`src/sv/fdtd1d_pkg.sv`:
```
// Shared types, widths and codes of the 1-D Yee field step block.
`default_nettype none

package fdtd1d_pkg;

	// grid size default
	localparam int CELLS_DEFAULT = 256;

	// payload widths
	localparam int OP_W    = 2;
	localparam int IDX_W   = 8;
	localparam int COEF_W  = 16;
	localparam int FIELD_W = 18;
	localparam int SRC_W   = 8;

	// arithmetic widths: difference, product, rounded product, field sum
	localparam int DIFF_W = FIELD_W + 1;
	localparam int PROD_W = COEF_W + 1 + DIFF_W;
	localparam int FRAC_W = 15;
	localparam int RND_W  = PROD_W - FRAC_W;
	localparam int SUM_W  = RND_W + 1;

	localparam logic signed [FIELD_W-1:0] FIELD_MAX = 18'sh1FFFF;
	localparam logic signed [FIELD_W-1:0] FIELD_MIN = 18'sh20000;
	localparam logic signed [PROD_W-1:0] ROUND_HALF = PROD_W'(1 << (FRAC_W - 1));

	// item op codes
	localparam logic [OP_W-1:0] OP_LOAD_E = 2'd0;
	localparam logic [OP_W-1:0] OP_LOAD_H = 2'd1;
	localparam logic [OP_W-1:0] OP_STEP   = 2'd2;

	// configuration port
	localparam int PADDR_W = 3;
	localparam int PDATA_W = 32;
	localparam int REG_W   = PADDR_W - 2;
	localparam logic [REG_W-1:0] REG_SOURCE_CELL = 1'd0;
	localparam logic [SRC_W-1:0] SOURCE_CELL_RESET = 8'd1;

	// cycles between the last write-back issue and the next dependent read
	localparam int DRAIN_W = 2;
	localparam logic [DRAIN_W-1:0] DRAIN_LAST = 2'd3;

	typedef enum logic [3:0] {
		ST_CLEAR,
		ST_IDLE,
		ST_H_PASS,
		ST_H_WAIT,
		ST_H_INJ,
		ST_HI_WAIT,
		ST_E_PASS,
		ST_E_WAIT,
		ST_E_INJ,
		ST_EI_WAIT,
		ST_DONE
	} seq_state_t;

	typedef enum logic [1:0] {
		PH_H_PASS,
		PH_H_INJ,
		PH_E_PASS,
		PH_E_INJ
	} phase_t;

	// one update slot travelling down the pipeline
	typedef struct packed {
		logic   vld;
		phase_t ph;
		logic   lo;
		logic   hi;
	} issue_t;

	// sequencer status toward the datapath
	typedef struct packed {
		logic   idle;
		logic   clr;
		logic   done;
		issue_t iss;
	} seq_ctl_t;

endpackage

`default_nettype wire

```
`src/sv/fdtd1d_upd.sv`:
```
// Shared field update unit: difference, multiply, round, add and saturate.
`default_nettype none

module fdtd1d_upd #(
	parameter int AW = 8
) (
	input  wire logic                                   clk,
	input  wire logic                                   arst_n,
	input  wire fdtd1d_pkg::issue_t                     in_tag,
	input  wire logic [AW-1:0]                          in_idx,
	input  wire logic signed [fdtd1d_pkg::FIELD_W-1:0]  field,
	input  wire logic [fdtd1d_pkg::COEF_W-1:0]          coef,
	input  wire logic signed [fdtd1d_pkg::FIELD_W-1:0]  opa,
	input  wire logic signed [fdtd1d_pkg::FIELD_W-1:0]  opb,
	output fdtd1d_pkg::issue_t                          wr_tag,
	output logic [AW-1:0]                               wr_idx,
	output logic signed [fdtd1d_pkg::FIELD_W-1:0]       wr_val,
	output logic                                        wr_clip
);

	localparam int FW = fdtd1d_pkg::FIELD_W;
	localparam int DW = fdtd1d_pkg::DIFF_W;
	localparam int PW = fdtd1d_pkg::PROD_W;
	localparam int RW = fdtd1d_pkg::RND_W;
	localparam int SW = fdtd1d_pkg::SUM_W;

	logic signed [DW-1:0] diff;

	logic                          vld_s2, vld_s3, vld_s4;
	fdtd1d_pkg::issue_t            tag_s2, tag_s3, tag_s4;
	logic [AW-1:0]                 idx_s2, idx_s3, idx_s4;
	logic signed [FW-1:0]          field_s2, field_s3, field_s4;
	logic [fdtd1d_pkg::COEF_W-1:0] coef_s2;
	logic signed [DW-1:0]          diff_s2;
	logic signed [PW-1:0]          prod;
	logic signed [PW-1:0]          prod_s3;
	logic signed [PW-1:0]          prod_rnd;
	logic signed [RW-1:0]          rnd_s4;
	logic signed [SW-1:0]          sum;
	logic                          ovf;

	// exact difference of two fields
	assign diff = DW'(opa) - DW'(opb);

	// advance the valid bits
	always_ff @(posedge clk or negedge arst_n) begin
		if (!arst_n) begin
			vld_s2 <= 1'b0;
			vld_s3 <= 1'b0;
			vld_s4 <= 1'b0;
		end else begin
			vld_s2 <= in_tag.vld;
			vld_s3 <= vld_s2;
			vld_s4 <= vld_s3;
		end
	end

	// stage 2 operands
	always_ff @(posedge clk) begin
		tag_s2   <= in_tag;
		idx_s2   <= in_idx;
		field_s2 <= field;
		coef_s2  <= coef;
		diff_s2  <= diff;
	end

	// coefficient times difference, unsigned Q1.15 against signed field
	assign prod = $signed({1'b0, coef_s2}) * diff_s2;

	always_ff @(posedge clk) begin
		tag_s3   <= tag_s2;
		idx_s3   <= idx_s2;
		field_s3 <= field_s2;
		prod_s3  <= prod;
	end

	// round to nearest, halves upward: floor((p + 2^14) / 2^15)
	assign prod_rnd = prod_s3 + fdtd1d_pkg::ROUND_HALF;

	always_ff @(posedge clk) begin
		tag_s4   <= tag_s3;
		idx_s4   <= idx_s3;
		field_s4 <= field_s3;
		rnd_s4   <= prod_rnd[PW-1:fdtd1d_pkg::FRAC_W];
	end

	// add to the field and clip to Q3.14
	assign sum = SW'(field_s4) + SW'(rnd_s4);
	assign ovf = (sum[SW-1:FW-1] != '0) && (sum[SW-1:FW-1] != '1);

	always_comb begin
		wr_tag     = tag_s4;
		wr_tag.vld = vld_s4;
		wr_idx     = idx_s4;
		wr_clip    = vld_s4 && ovf;
		if (!ovf) begin
			wr_val = sum[FW-1:0];
		end else if (sum[SW-1]) begin
			wr_val = fdtd1d_pkg::FIELD_MIN;
		end else begin
			wr_val = fdtd1d_pkg::FIELD_MAX;
		end
	end

endmodule

`default_nettype wire

```
`config.mk`:
```
export PLATFORM = sky130hd
export DESIGN_NAME = fdtd1d_upd
export DESIGN_NICKNAME = d
export VERILOG_FILES = /design/src/sv/fdtd1d_pkg.sv /design/src/sv/fdtd1d_upd.sv
export SDC_FILE = /design/constraint.sdc
export NUM_CORES = 1
export LEC_CHECK = 0
export BUFFER_PORTS_ARGS = -buffer_cell sky130_fd_sc_hd__buf_4
export CAP_MARGIN = 20
export CORE_MARGIN = 4
export CORE_UTILIZATION = 63
export DETAILED_ROUTE_END_ITERATION = 10
export PLACE_DENSITY = 0.9
export SYNTH_ARGS = -nofsm -noshare
export SYNTH_HDL_FRONTEND = slang
export SYNTH_SLANG_ARGS = --single-unit
```
`constraint.sdc`:
```
create_clock -name clk -period 7.3 [get_ports clk]
set_input_delay 1.095 -clock clk [delete_from_list [all_inputs] [get_ports clk]]
set_output_delay 1.095 -clock clk [all_outputs]
set_load 0.02 [all_outputs]
```
After elaboration in Yosys (flattened, before gate mapping)
Cells that the tools add are included.

Output and inout bits: 32. Flip-flop bits (word level): 185. Bits of input ports: 85.

Multipliers: 1. Mux-type cells: 2. Reduce and logical (&&, ||, !) cells: 3. Add/sub/neg operators: 3. Equal/unequal tests: 1.

Operators with widths (count): adder 36 x 16 -> 36 bit, second input constant (1); multiplier 17 x 19 -> 36 bit (1); two-way mux 18 bit (2); adder 18 x 21 -> 22 bit (1); subtractor 18 x 18 -> 19 bit (1); != test 5 bit, second input constant (1); nonzero test 5 bit (1); logical AND 1 bit (2).

Depth between registers and ports, before layout
Depth after elaboration: 4. Depth in mapped cells: 26. Mapped depth without buffers: 24.

Worst setup path after synthesis
OpenSTA, ideal clock, no wires.

Path kind: reg2reg. From: reg coef_s2[2] in the netlist's numbering. To: reg prod_s3[23]. Stages on the path, launching flop included: 23. Path slack: 1.286 ns. Arrival time: 5.891 ns. Required time: 7.177 ns. Period minus slack after synthesis: 6.014 ns. Path through: dfxtp_1 -> clkbuf_1 -> clkbuf_1 -> nand2_1 -> fa_1 -> inv_1 -> fa_1 -> ha_1 -> fa_1 -> inv_1 -> fa_1 -> inv_1 -> fa_1 -> ha_1 -> a211oi_2 -> nand2_1 -> a2111oi_2 -> o21ai_1 -> o211a_1 -> or4_1 -> a31oi_1 -> o21bai_1 -> xor2_1.

Word-level cells in the longest chain between the ends: 1.

Ends and longest elaborated chain: from (decl) (RTL line fdtd1d_upd.sv:33) `logic [fdtd1d_pkg::COEF_W-1:0] coef_s2;`; from (signal assigned) (RTL line fdtd1d_upd.sv:63) `coef_s2 <= coef;`; multiplier 17 x 19 -> 36 bit (RTL line fdtd1d_upd.sv:68) `assign prod = $signed({1'b0, coef_s2}) * diff_s2;`; net prod[23] (RTL line fdtd1d_upd.sv:35) `logic signed [PW-1:0] prod;`; to (signal assigned) (RTL line fdtd1d_upd.sv:74) `prod_s3 <= prod;`; to (decl) (RTL line fdtd1d_upd.sv:36) `logic signed [PW-1:0] prod_s3;`.

The timed path passes the listed nets, and every way through them passes these cells.

Worst setup path after layout
From: reg coef_s2[3] in the netlist's numbering. To: reg prod_s3[35].

The elaborated chain is that of the path after synthesis.

==> flow_summary.json <==
{
  "status": "completed",
  "fmax_mhz": 147,
  "vias": 12000,
  "drive_gt1_share_pct": 9.52,
  "synth_cell_types": 63,
  "tightest_slew_ns": 0.923,
  "num_antenna_cells": 0,
  "netlist_area_um2": 16900,
  "htree_levels": 4,
  "synth_top_area_share_pct": 36.5,
  "setup_violations": 0,
  "crit_top_cell": "fa_1",
  "fp.dieW_um": 172,
  "synthTopCellsByCount": "inv_1, fa_1, nand2_1",
  "cts_tree": "done",
  "final_util_pct": 70.9,
  "core_um2": 26200,
  "critPathMaxStageDelay_ns": 0.75,
  "antenna_found_initial": 0,
  "hp-class": "reg2reg",
  "gr-max-usage-layer": "met2",
  "yosysMostFrequentCell": "inv_1",
  "slowest_stage": "dfxtp_1",
  "grt_pass1_wl_um": 62400,
  "r2r_cells": 21,
  "rsz0062_at_grt": "no",
  "cts_buffer_depth": 2,
  "synthArstFlopShare_pct": 1.75,
  "tns_ns": 0,
  "worstSetupEndpointType": "register",
  "r2r_start": "coef_s2[3]$_DFF_P_",
  "setup_ws_ns": 0.501,
  "ant_nets": 0,
  "dieArea_um2": 29400,
  "crit_type": "reg2reg",
  "holdBufCountCts": 0,
  "slew_headroom_pct": 38.4,
  "syn_inst": 1747,
  "post_cts_buffers": 0,
  "grt_pass1_vias": 13200,
  "final_hold_viol_count": 0,
  "track_usage_pct": 26.7,
  "ctsRootBufferMaster": "clkbuf_16",
  "place_congestion": 0.925,
  "avgSynthCellArea_um2": 9.65,
  "max-cap-violations": 0,
  "insertion_delay_ns": 0.44,
  "crit_arrival_ns": 7.16,
  "met3_usage_pct": 6.83,
  "period_needed_ns": 6.80,
  "startpoint": "coef_s2[3]$_DFF_P_",
  "final_max_slew_viol_count": 0,
  "grt_use_met2_pct": 45.5,
  "final_nets": 2356,
  "path_clk_slew_ns": 0.08,
  "yosys-top-cells-area": "fa_1, dfxtp_1, ha_1",
  "min_path_cells": 0,
  "ios": 117,
  "cts_resized": 0,
  "overflow": 0,
  "syn2layout_area_growth_pct": 10.3,
  "core.rowCount": 59,
  "skew_ns": 0.0116,
  "finalCritPeriodShare_pct": 93.1,
  "synth_seq_cells": 171,
  "use_met1_pct": 32.9,
  "required_ns": 7.66,
  "n_fill_cell": 1715,
  "place_ws_ns": 0.685,
  "viasPerCell": 5.50,
  "wire_per_inst_um": 17.2,
  "rrSetupSlack_ns": 0.50,
  "worstSetupStartpointType": "register",
  "wl_um": 37500,
  "seq_area_frac_synth_pct": 20.4,
  "grt_max_degree": 20,
  "remaining_drc_errors": 0,
  "io_buffers": 116,
  "crit_chain": "and2_1 > inv_1 > fa_1 > fa_1 > inv_1 > fa_1 > fa_1 > fa_1 > inv_1 > fa_1 > inv_1 > ha_1 > a21o_1 > a21o_1 > a21oi_1 > o21a_1 > nand2_1 > nand2_1 > o21ai_0 > o41ai_1 > xnor2_1",
  "syn_nets": 2268,
  "yosys_warnings": 0,
  "holdCritStartpoint": "field_s3[16]$_DFF_P_",
  "first_pass_iters": 8,
  "r2r_end": "prod_s3[35]$_DFF_P_",
  "cts_made_buffers": 17,
  "start_util_pct": 64.3,
  "crit_path_max_fanout": 19,
  "yosys.area.top_type": "fa_1",
  "dp_hpwl_um": 29600,
  "cts_sinks": 171,
  "drt_iter0_drc": 898,
  "synthFlopType": "dfxtp_1",
  "synth-edff-count": 0,
  "min_to": "field_s4[16]$_DFF_P_",
  "die_h_um": 172
}
[flip-flops by register name, indices dropped and copies added, names as in the netlist, 4 cells and up]
signal	cells
field_s2	18
field_s3	18
diff_s2	19
prod_s3	22
tag_s2	4
field_s4	18
idx_s2	8
wr_tag	4
wr_idx	8
idx_s3	8
coef_s2	16
tag_s3	4
rnd_s4	21
[critical path, delay by kind of cell, from the launching register on]
kind / cells / cell delay (ns)
AO/OA/AOI/OAI: 6 / 1.29
XOR/XNOR: 1 / 0.17
adder cells (fa/ha/maj): 7 / 3.61
buffers and inverters: 4 / 0.46
flip-flops: 1 / 0.75
AND/OR/NAND/NOR: 3 / 0.41
[cells by family (layout without fill, tap and decap cells)]
family                   count (synthesis)  in the layout  synth area share [%]
buffers and inverters                  454            555                  10.2
AND/OR/NAND/NOR                        447            447                  12.9
adder cells (fa/ha/maj)                436            436                  46.0
flip-flops                             171            171                  20.4
AO/OA/AOI/OAI                          162            162                  6.49
XOR/XNOR                                76             76                  3.95
multiplexers                             1              1                0.0594
[cell type report]
cell class | instances | area (um2) | share of cell area [%]
clock inverter | 14 | 174 | 0.936
tap | 335 | 419 | 2.26
multi-input combinational | 1122 | 11700 | 63.0
sequential | 171 | 3440 | 18.5
inverter | 403 | 1510 | 8.14
timing repair buffer | 120 | 901 | 4.85
clock buffer | 18 | 439 | 2.36
[placed cells by master (no fill, tap or decap), drive strengths merged, types with 5 or more instances in the layout]
cell	instances
a211oi	7
ha	129
xor2	23
nand4	8
and2	116
o21bai	8
o21a	9
buf	120
xnor2	53
a21oi	52
and3	11
a31oi	6
o21ai	34
inv	410
nor3	8
fa	307
nand3	22
nand2	216
clkbuf	18
dfxtp	168
or3	5
nor2b	11
a21o	17
nor2	37
[per-layer routing]
layer	wire [um]	share of wire [%]
met5	0	0
met4	1150	3.1
met3	3520	9.4
met2	18500	49
met1	14300	38
[how the worst max path moves through the flow]
stage,to,slack (ns),cells after the start
floorplan,prod_s3[23]$_DFF_P_,1.29,22
global placement,prod_s3[35]$_DFF_P_,0.99,21
detailed placement,prod_s3[35]$_DFF_P_,0.68,21
CTS,prod_s3[35]$_DFF_P_,0.55,21
global route,prod_s3[34]$_DFF_P_,0.20,23
finish,prod_s3[35]$_DFF_P_,0.50,21
[metrics by stage]
stage / std cells / instance area [um2] / hold WS (ns)
after floorplan: 1747 / 16900 / 0.310
after global placement: 2150 / 18000 / 0.310
final: 2183 / 18600 / 0.324
after global routing: 2183 / 18600 / 0.328
after detailed placement: 2150 / 18000 / 0.312
after CTS: 2182 / 18600 / 0.323
Power is left out: the tool's default activity adds up to more than one toggle a clock period on the data nets, which glitch-free logic cannot reach.
