## config.mk

```make
export PLATFORM = sky130hd
export DESIGN_NAME = fdtd1d_seq
export DESIGN_NICKNAME = d
export VERILOG_FILES = /design/src/sv/fdtd1d_pkg.sv /design/src/sv/fdtd1d_seq.sv
export SDC_FILE = /design/constraint.sdc
export NUM_CORES = 1
export LEC_CHECK = 0
export BUFFER_PORTS_ARGS = -buffer_cell sky130_fd_sc_hd__buf_4
export CELL_PAD_IN_SITES_DETAIL_PLACEMENT = 1
export CELL_PAD_IN_SITES_GLOBAL_PLACEMENT = 1
export CORE_MARGIN = 3
export CORE_UTILIZATION = 36
export CTS_CLUSTER_DIAMETER = 40
export DETAILED_ROUTE_END_ITERATION = 6
export GPL_ROUTABILITY_DRIVEN = 0
export GPL_TIMING_DRIVEN = 0
export HOLD_SLACK_MARGIN = 0.02
export PLACE_DENSITY_LB_ADDON = 0.1
export SLEW_MARGIN = 20
export SYNTH_ARGS = -nofsm -noshare
export SYNTH_HDL_FRONTEND = slang
export SYNTH_SLANG_ARGS = --single-unit
```

## constraint.sdc

```tcl
create_clock -name clk -period 2.2 [get_ports clk]
set_input_delay 0.22 -clock clk [delete_from_list [all_inputs] [get_ports clk]]
set_output_delay 0.22 -clock clk [all_outputs]
set_load 0.005 [all_outputs]
```

## src/sv/fdtd1d_pkg.sv

```systemverilog
// Shared types, widths and codes of the 1-D Yee field step block.
`default_nettype none

package fdtd1d_pkg;

	// grid size default
	localparam int CELLS_DEFAULT = 256;

	// payload widths
	localparam int OP_W    = 2;
	localparam int IDX_W   = 8;
	localparam int COEF_W  = 16;
	localparam int FIELD_W = 18;
	localparam int SRC_W   = 8;

	// arithmetic widths: difference, product, rounded product, field sum
	localparam int DIFF_W = FIELD_W + 1;
	localparam int PROD_W = COEF_W + 1 + DIFF_W;
	localparam int FRAC_W = 15;
	localparam int RND_W  = PROD_W - FRAC_W;
	localparam int SUM_W  = RND_W + 1;

	localparam logic signed [FIELD_W-1:0] FIELD_MAX = 18'sh1FFFF;
	localparam logic signed [FIELD_W-1:0] FIELD_MIN = 18'sh20000;
	localparam logic signed [PROD_W-1:0] ROUND_HALF = PROD_W'(1 << (FRAC_W - 1));

	// item op codes
	localparam logic [OP_W-1:0] OP_LOAD_E = 2'd0;
	localparam logic [OP_W-1:0] OP_LOAD_H = 2'd1;
	localparam logic [OP_W-1:0] OP_STEP   = 2'd2;

	// configuration port
	localparam int PADDR_W = 3;
	localparam int PDATA_W = 32;
	localparam int REG_W   = PADDR_W - 2;
	localparam logic [REG_W-1:0] REG_SOURCE_CELL = 1'd0;
	localparam logic [SRC_W-1:0] SOURCE_CELL_RESET = 8'd1;

	// cycles between the last write-back issue and the next dependent read
	localparam int DRAIN_W = 2;
	localparam logic [DRAIN_W-1:0] DRAIN_LAST = 2'd3;

	typedef enum logic [3:0] {
		ST_CLEAR,
		ST_IDLE,
		ST_H_PASS,
		ST_H_WAIT,
		ST_H_INJ,
		ST_HI_WAIT,
		ST_E_PASS,
		ST_E_WAIT,
		ST_E_INJ,
		ST_EI_WAIT,
		ST_DONE
	} seq_state_t;

	typedef enum logic [1:0] {
		PH_H_PASS,
		PH_H_INJ,
		PH_E_PASS,
		PH_E_INJ
	} phase_t;

	// one update slot travelling down the pipeline
	typedef struct packed {
		logic   vld;
		phase_t ph;
		logic   lo;
		logic   hi;
	} issue_t;

	// sequencer status toward the datapath
	typedef struct packed {
		logic   idle;
		logic   clr;
		logic   done;
		issue_t iss;
	} seq_ctl_t;

endpackage

`default_nettype wire

```

## src/sv/fdtd1d_seq.sv

```systemverilog
// Step sequencer: clearing sweep, H and E passes, source slots and drains.
`default_nettype none

module fdtd1d_seq #(
	parameter int CELLS = fdtd1d_pkg::CELLS_DEFAULT
) (
	input  wire logic                     clk,
	input  wire logic                     arst_n,
	input  wire logic                     start,
	input  wire logic                     inject,
	input  wire logic [$clog2(CELLS)-1:0] src_idx,
	input  wire logic                     out_free,
	output fdtd1d_pkg::seq_ctl_t          ctl,
	output logic [$clog2(CELLS)-1:0]      idx
);

	localparam int AW = $clog2(CELLS);
	localparam logic [AW-1:0] LAST_IDX = AW'(CELLS - 1);

	fdtd1d_pkg::seq_state_t state_q, state_d;
	logic [AW-1:0]                      idx_q;
	logic [fdtd1d_pkg::DRAIN_W-1:0]     drn_q;
	logic                               drained;

	assign drained = (drn_q == fdtd1d_pkg::DRAIN_LAST);

	// next state
	always_comb begin
		state_d = state_q;
		unique case (state_q)
			fdtd1d_pkg::ST_CLEAR: begin
				if (idx_q == LAST_IDX) state_d = fdtd1d_pkg::ST_IDLE;
			end
			fdtd1d_pkg::ST_IDLE: begin
				if (start) state_d = fdtd1d_pkg::ST_H_PASS;
			end
			fdtd1d_pkg::ST_H_PASS: begin
				if (idx_q == '0) state_d = fdtd1d_pkg::ST_H_WAIT;
			end
			fdtd1d_pkg::ST_H_WAIT: begin
				if (drained) begin
					state_d = inject ? fdtd1d_pkg::ST_H_INJ : fdtd1d_pkg::ST_E_PASS;
				end
			end
			fdtd1d_pkg::ST_H_INJ: begin
				state_d = fdtd1d_pkg::ST_HI_WAIT;
			end
			fdtd1d_pkg::ST_HI_WAIT: begin
				if (drained) state_d = fdtd1d_pkg::ST_E_PASS;
			end
			fdtd1d_pkg::ST_E_PASS: begin
				if (idx_q == LAST_IDX) state_d = fdtd1d_pkg::ST_E_WAIT;
			end
			fdtd1d_pkg::ST_E_WAIT: begin
				if (drained) begin
					state_d = inject ? fdtd1d_pkg::ST_E_INJ : fdtd1d_pkg::ST_DONE;
				end
			end
			fdtd1d_pkg::ST_E_INJ: begin
				state_d = fdtd1d_pkg::ST_EI_WAIT;
			end
			fdtd1d_pkg::ST_EI_WAIT: begin
				if (drained) state_d = fdtd1d_pkg::ST_DONE;
			end
			fdtd1d_pkg::ST_DONE: begin
				if (out_free) state_d = fdtd1d_pkg::ST_IDLE;
			end
			default: state_d = fdtd1d_pkg::ST_IDLE;
		endcase
	end

	always_ff @(posedge clk or negedge arst_n) begin
		if (!arst_n) begin
			state_q <= fdtd1d_pkg::ST_CLEAR;
		end else begin
			state_q <= state_d;
		end
	end

	// cell counter: up for clear and E, down for H
	always_ff @(posedge clk or negedge arst_n) begin
		if (!arst_n) begin
			idx_q <= '0;
		end else begin
			case (state_q)
				fdtd1d_pkg::ST_CLEAR:  idx_q <= idx_q + 1'b1;
				fdtd1d_pkg::ST_IDLE:   idx_q <= LAST_IDX;
				fdtd1d_pkg::ST_H_PASS: idx_q <= idx_q - 1'b1;
				fdtd1d_pkg::ST_H_WAIT,
				fdtd1d_pkg::ST_HI_WAIT: idx_q <= '0;
				fdtd1d_pkg::ST_E_PASS: idx_q <= idx_q + 1'b1;
				default:               idx_q <= idx_q;
			endcase
		end
	end

	// count drain cycles in the wait states
	always_ff @(posedge clk or negedge arst_n) begin
		if (!arst_n) begin
			drn_q <= '0;
		end else if (state_q == fdtd1d_pkg::ST_H_WAIT || state_q == fdtd1d_pkg::ST_HI_WAIT ||
				state_q == fdtd1d_pkg::ST_E_WAIT || state_q == fdtd1d_pkg::ST_EI_WAIT) begin
			drn_q <= drn_q + 1'b1;
		end else begin
			drn_q <= '0;
		end
	end

	// outputs
	always_comb begin
		ctl        = '0;
		idx        = idx_q;
		ctl.idle   = (state_q == fdtd1d_pkg::ST_IDLE);
		ctl.clr    = (state_q == fdtd1d_pkg::ST_CLEAR);
		ctl.done   = (state_q == fdtd1d_pkg::ST_DONE);
		ctl.iss.ph = fdtd1d_pkg::PH_H_PASS;
		unique case (state_q)
			fdtd1d_pkg::ST_H_PASS: begin
				ctl.iss.vld = 1'b1;
				ctl.iss.ph  = fdtd1d_pkg::PH_H_PASS;
			end
			fdtd1d_pkg::ST_H_INJ: begin
				ctl.iss.vld = 1'b1;
				ctl.iss.ph  = fdtd1d_pkg::PH_H_INJ;
				idx         = src_idx - 1'b1;
			end
			fdtd1d_pkg::ST_E_PASS: begin
				ctl.iss.vld = 1'b1;
				ctl.iss.ph  = fdtd1d_pkg::PH_E_PASS;
			end
			fdtd1d_pkg::ST_E_INJ: begin
				ctl.iss.vld = 1'b1;
				ctl.iss.ph  = fdtd1d_pkg::PH_E_INJ;
				idx         = src_idx;
			end
			default: begin
				ctl.iss.vld = 1'b0;
			end
		endcase
		ctl.iss.lo = (idx == '0);
		ctl.iss.hi = (idx == LAST_IDX);
	end

endmodule

`default_nettype wire

```

Word-level counts from Yosys, hierarchy flattened
Index checks and enable logic that the tools add are counted.

word-level totals
  bits of input ports = 13
  output and inout bits = 16
  flip-flop bits (word level) = 14
  logic and storage cells = 57

operators by class
  add/sub/neg operators = 4
  multiplexer cells = 17
  eq/ne operators = 22
  reduce and logical (&&, ||, !) cells = 11

operator list
  kind                 count
  $pmux 4 s11          1
  $mux 4               9
  $pmux 8 s4           1
  $eq 4x3->1 const B   4
  $eq 8x8->1 const B   2
  $logic_not 8->1      2
  $ne 2x2->1 const B   8
  $pmux 8 s2           1
  $sub 8x1->8 const B  2
  $eq 4x4->1 const B   3
  $reduce_and 9->1     1
  $add 8x1->8 const B  1
  $eq 4x2->1 const B   2
  $mux 2               3
  $pmux 2 s3           1
  $eq 4x1->1 const B   1
  $logic_not 4->1      1
  $reduce_bool 4->1    1
  $reduce_or 2->1      2
  $reduce_or 4->1      1
  $logic_or 1x1->1     3
  $add 2x1->2 const B  1
  $eq 2x2->1 const B   1
  $ne 2x1->1 const B   1
  $mux 1               1

Logic depth before layout (Yosys ltp)
  depth in word-level cells = 5
  depth in mapped cells = 10
  gate-level depth less buffers = 9

Worst setup path after synthesis
Ideal clock, no wire load.

  path kind = register -> register
  start point = register state_q[0]
  end point = register idx_q[6]
  arrival time = 2,313 ps
  period minus slack after synthesis = 2,417 ps
  buffers on the path = 1
  setup time = 104 ps
  required time = 2,096 ps
  cell stages (with the launch flop) = 11
  path slack = -217 ps
  cells stage by stage = dfrtp_1 > buf_6 > nor2_2 > nand2_1 > xor2_1 > ha_1 > o31ai_2 > a31oi_4 > nor4b_1 > nor2_1 > o311ai_1

between the ends
  longest elaborated chain between the ends = 3
  elaborated cells between the ends (all ways) = 10
  classes of those cells = eq/ne (5); mux (1); reduce/logical (4)

ends and longest elaborated chain
  what                                             RTL line          source
  start, declared                                  fdtd1d_seq.sv:20  fdtd1d_pkg::seq_state_t state_q, state_d;
  start signal, assigned                           fdtd1d_seq.sv:74  state_q <= fdtd1d_pkg::ST_CLEAR;
  start signal, assigned                           fdtd1d_seq.sv:76  state_q <= state_d;
  $eq 4x3->1 (tied with other cells)               fdtd1d_seq.sv:85  case (state_q)
  $reduce_or 2->1 (on tied branches)               n/a
  $pmux 8 s4 or $reduce_bool 4->1 (tied branches)  n/a
  end signal, assigned                             fdtd1d_seq.sv:86  fdtd1d_pkg::ST_CLEAR: idx_q <= idx_q + 1'b1;
  end signal, assigned                             fdtd1d_seq.sv:88  fdtd1d_pkg::ST_H_PASS: idx_q <= idx_q - 1'b1;
  end signal, assigned                             fdtd1d_seq.sv:91  fdtd1d_pkg::ST_E_PASS: idx_q <= idx_q + 1'b1;
  end, declared                                    fdtd1d_seq.sv:21  logic [AW-1:0] idx_q;

Parallel ways exist; a longest one is shown, timed or not.
A chain may end at the register's enable or synchronous reset.

==> out/metrics.cfg <==
[yosys]
synthesis.nets = 245
synthCells = 228
synth_cell_types = 66
synth.largest_area_cell = dfrtp_1
yosysTopAreaCellShare = 0.197
async_flop_share = 1.00
synth_seq_area_share = 0.197
avgSynthCellArea_um2 = 7.79
synth-edff-count = 0
synth_area_leaders = dfrtp_1 20%, nor2_1 5.1%, a21oi_1 3.9%, o21ai_0 3.4%, buf_6 3.2%
netlist_area_um2 = 1780
ys_seq_elements = 14
yosys_most_used_dff = dfrtp_1
yosys_warnings = 0

[setup_path]
cpPeakStageDelay_ns = 0.48
ff2ff_path_depth = 10
cp-start-kind = register
cp_slowest_cell = dfrtp_2
cp.required_ns = 1.98
path_max_fanout = 7
cp-end-kind = output port
critPathArrivalTime_ns = 2.20
path_class = register to output port
crit_chain = buf_8 > and2b_4 > a221oi_4 > o2bb2ai_2 > nor4_2 > and4_1 > buf_4

[power_and_ir_drop]
power_frac_comb = 0.102
power_density_nw_per_um2 = 211
vdd_drop_max_v = 0.000251
clkPwrFrac = 0.473
p_sw_w = 0.000160
switching_share = 0.265
p_total_w = 0.000605
seqPwrFrac = 0.425
leakage_nw = 1.17
p_int_w = 0.000445

[status]
status = finished, violations left
violations = setup timing

[sta]
hold_slack_ns = 0.334
hold_violations = 0
worst_slack_ns = -0.220
period_minus_slack_ns = 2.42
setup_viol = 6
timing.fmax_ghz = 0.413
rsz0062_at_grt = true
maxSlewHeadroom = 0.579
tightest_slew_ns = 0.628
min_period_over_period = 1.10
clock_skew_ns = 0.00393
finalMaxSlewViolations = 0

[clock_network]
clock-root-buffer = clkbuf_8
clk_path_buf_depth = 2
cts_tree = built
clock_latency_ns = 0.27
clkTransAtPathRegs_ns = 0.07
cts_sinks = 14
htreeDepth = 1
cts_buffers = 3

[die]
initial_utilization = 0.389
die_area_um2 = 5810
core_area_um2 = 4560
rows = 24
fp.dieH_um = 76.2
io_pins = 29
fp.dieW_um = 76.2

[finish]
area_growth_pct = 61.3
fin_nets = 316
drive_above_1_share = 0.477
final_common_cell = buf_4
num_antenna_cells = 0
layout_common_cells = 63 x buf_4, 19 x nor2_1, 13 x a21oi_1

[drt]
wl_per_cell_um = 23.0
num_vias = 2275
drt.antenna.violating_nets = 0
drt_first_pass_iters = 4
drt-initial-drc-count = 209
drc = 0
via_per_inst = 6.27
totalWireLength_um = 8360

[global_routing]
grt_max_degree = 15
antenna_found_initial = 0
grt_pass1_vias = 2162
globalRouteOverflowTotal = 0
grt_usage = 0.244
grt_first_pass_wirelength_um = 11500

[placement]
place_hpwl_um = 4800
pre_cts_slack_ns = -0.570
portBuffers = 28

[run]
maxCapViolations = 0

[hold_path]
holdCritPathClass = input pin to async pin

==> per-stage QoR <==
| step | std cells | instance area [um2] | setup TNS [ns] | utilization |
|---|---|---|---|---|
| floorplan | 228 | 1820 | -0.112 | - |
| global placement | 321 | 2110 | -1.97 | 0.462 |
| detailed placement | 321 | 2110 | -2.14 | 0.462 |
| CTS | 345 | 2550 | -0.195 | 0.559 |
| global route | 363 | 2860 | -1.41 | 0.627 |
| finish | 363 | 2860 | -0.646 | 0.627 |
==> layer usage <==
metal	global-route usage	wire (um)	part of all wire
met1	0.326	3530	0.42
met2	0.409	4130	0.49
met3	0.0331	481	0.058
met4	0.0707	226	0.027
met5	0	0	0
==> registers in the layout, summed over array words and instances (netlist names) <==
register  count
idx_q         8
drn_q         2
state_q       4
==> final cells by class <==
cell class                      instances  area (um2)
Sequential cell                        14         354
Timing Repair Buffer                   67         528
Tap cell                               65        81.3
Buffer                                 19         201
Fill cell                             526        1700
Inverter                                9        33.8
Clock buffer                            4        55.1
Multi-Input combinational cell        185        1610
==> critical path, delay by kind of cell (launching register included) <==
family | cells | cell delay, ns
AOI/OAI and AO/OA | 2 | 0.42
buffers and inverters | 2 | 0.29
DFF | 1 | 0.48
and+or+nand+nor | 3 | 0.73
==> power groups by stage <==
| stage | clock [W] | combinational (W) | sequential, W |
|---|---|---|---|
| after floorplan | 0 | 0.0000134 | 0.000262 |
| after detailed placement | 0 | 0.0000455 | 0.000262 |
| after global placement | 0 | 0.0000456 | 0.000262 |
| after global routing | 0.000301 | 0.0000661 | 0.000257 |
| after CTS | 0.000278 | 0.0000565 | 0.000257 |
| final | 0.000286 | 0.0000617 | 0.000257 |
==> logic make-up after synthesis <==
family,share of synthesized area
xor+xnor,0.0437
mux,0.0289
buf+inv,0.0902
fa+ha+maj,0.0282
flops,0.197
simple gates,0.285
compound gates,0.327
==> synthesized netlist by cell type (all sizes together), types with 3 or more instances <==
master / n
xor2: 3
a22oi: 4
a211o: 3
ha: 4
nand4: 6
inv: 9
nand2b: 5
clkbuf: 8
dfrtp: 14
and2: 5
nor4: 7
nor2b: 7
xnor2: 5
mux2i: 4
nand3: 5
a21oi: 14
a31oi: 3
buf: 12
nor3: 7
nor2: 26
and3: 3
o211ai: 3
o311ai: 5
nand2: 5
a21o: 6
or2: 4
o31ai: 3
nor4b: 3
o21ai: 19
==> path summary, 6_finish.rpt <==
kind                                        start                      to  slack, ns
max reg2reg                state_q[2]$_DFFE_PN0P_    idx_q[4]$_DFFE_PN0P_      -0.16
min in group clk                           inject  state_q[1]$_DFFE_PN0P_       0.34
min reg2reg                    drn_q[0]$_DFF_PN0_      drn_q[0]$_DFF_PN0_       0.44
min                                        arst_n    idx_q[6]$_DFFE_PN0P_       0.33
max in group asynchronous                  arst_n  state_q[1]$_DFFE_PN0P_       1.66
max                        state_q[2]$_DFFE_PN0P_                  ctl[1]      -0.22
==> timing repair <==
action / CTS / global route
setup endpoints to repair: 9 / 8
buffers inserted: 20 / 16
gates resized for setup: 46 / 36
pin swaps: 25 / 22
cloned: 0 / 2
hold buffers: 1 / 0
hold endpoints to repair: 14 / 0
Power figures use the tool's default switching activity.
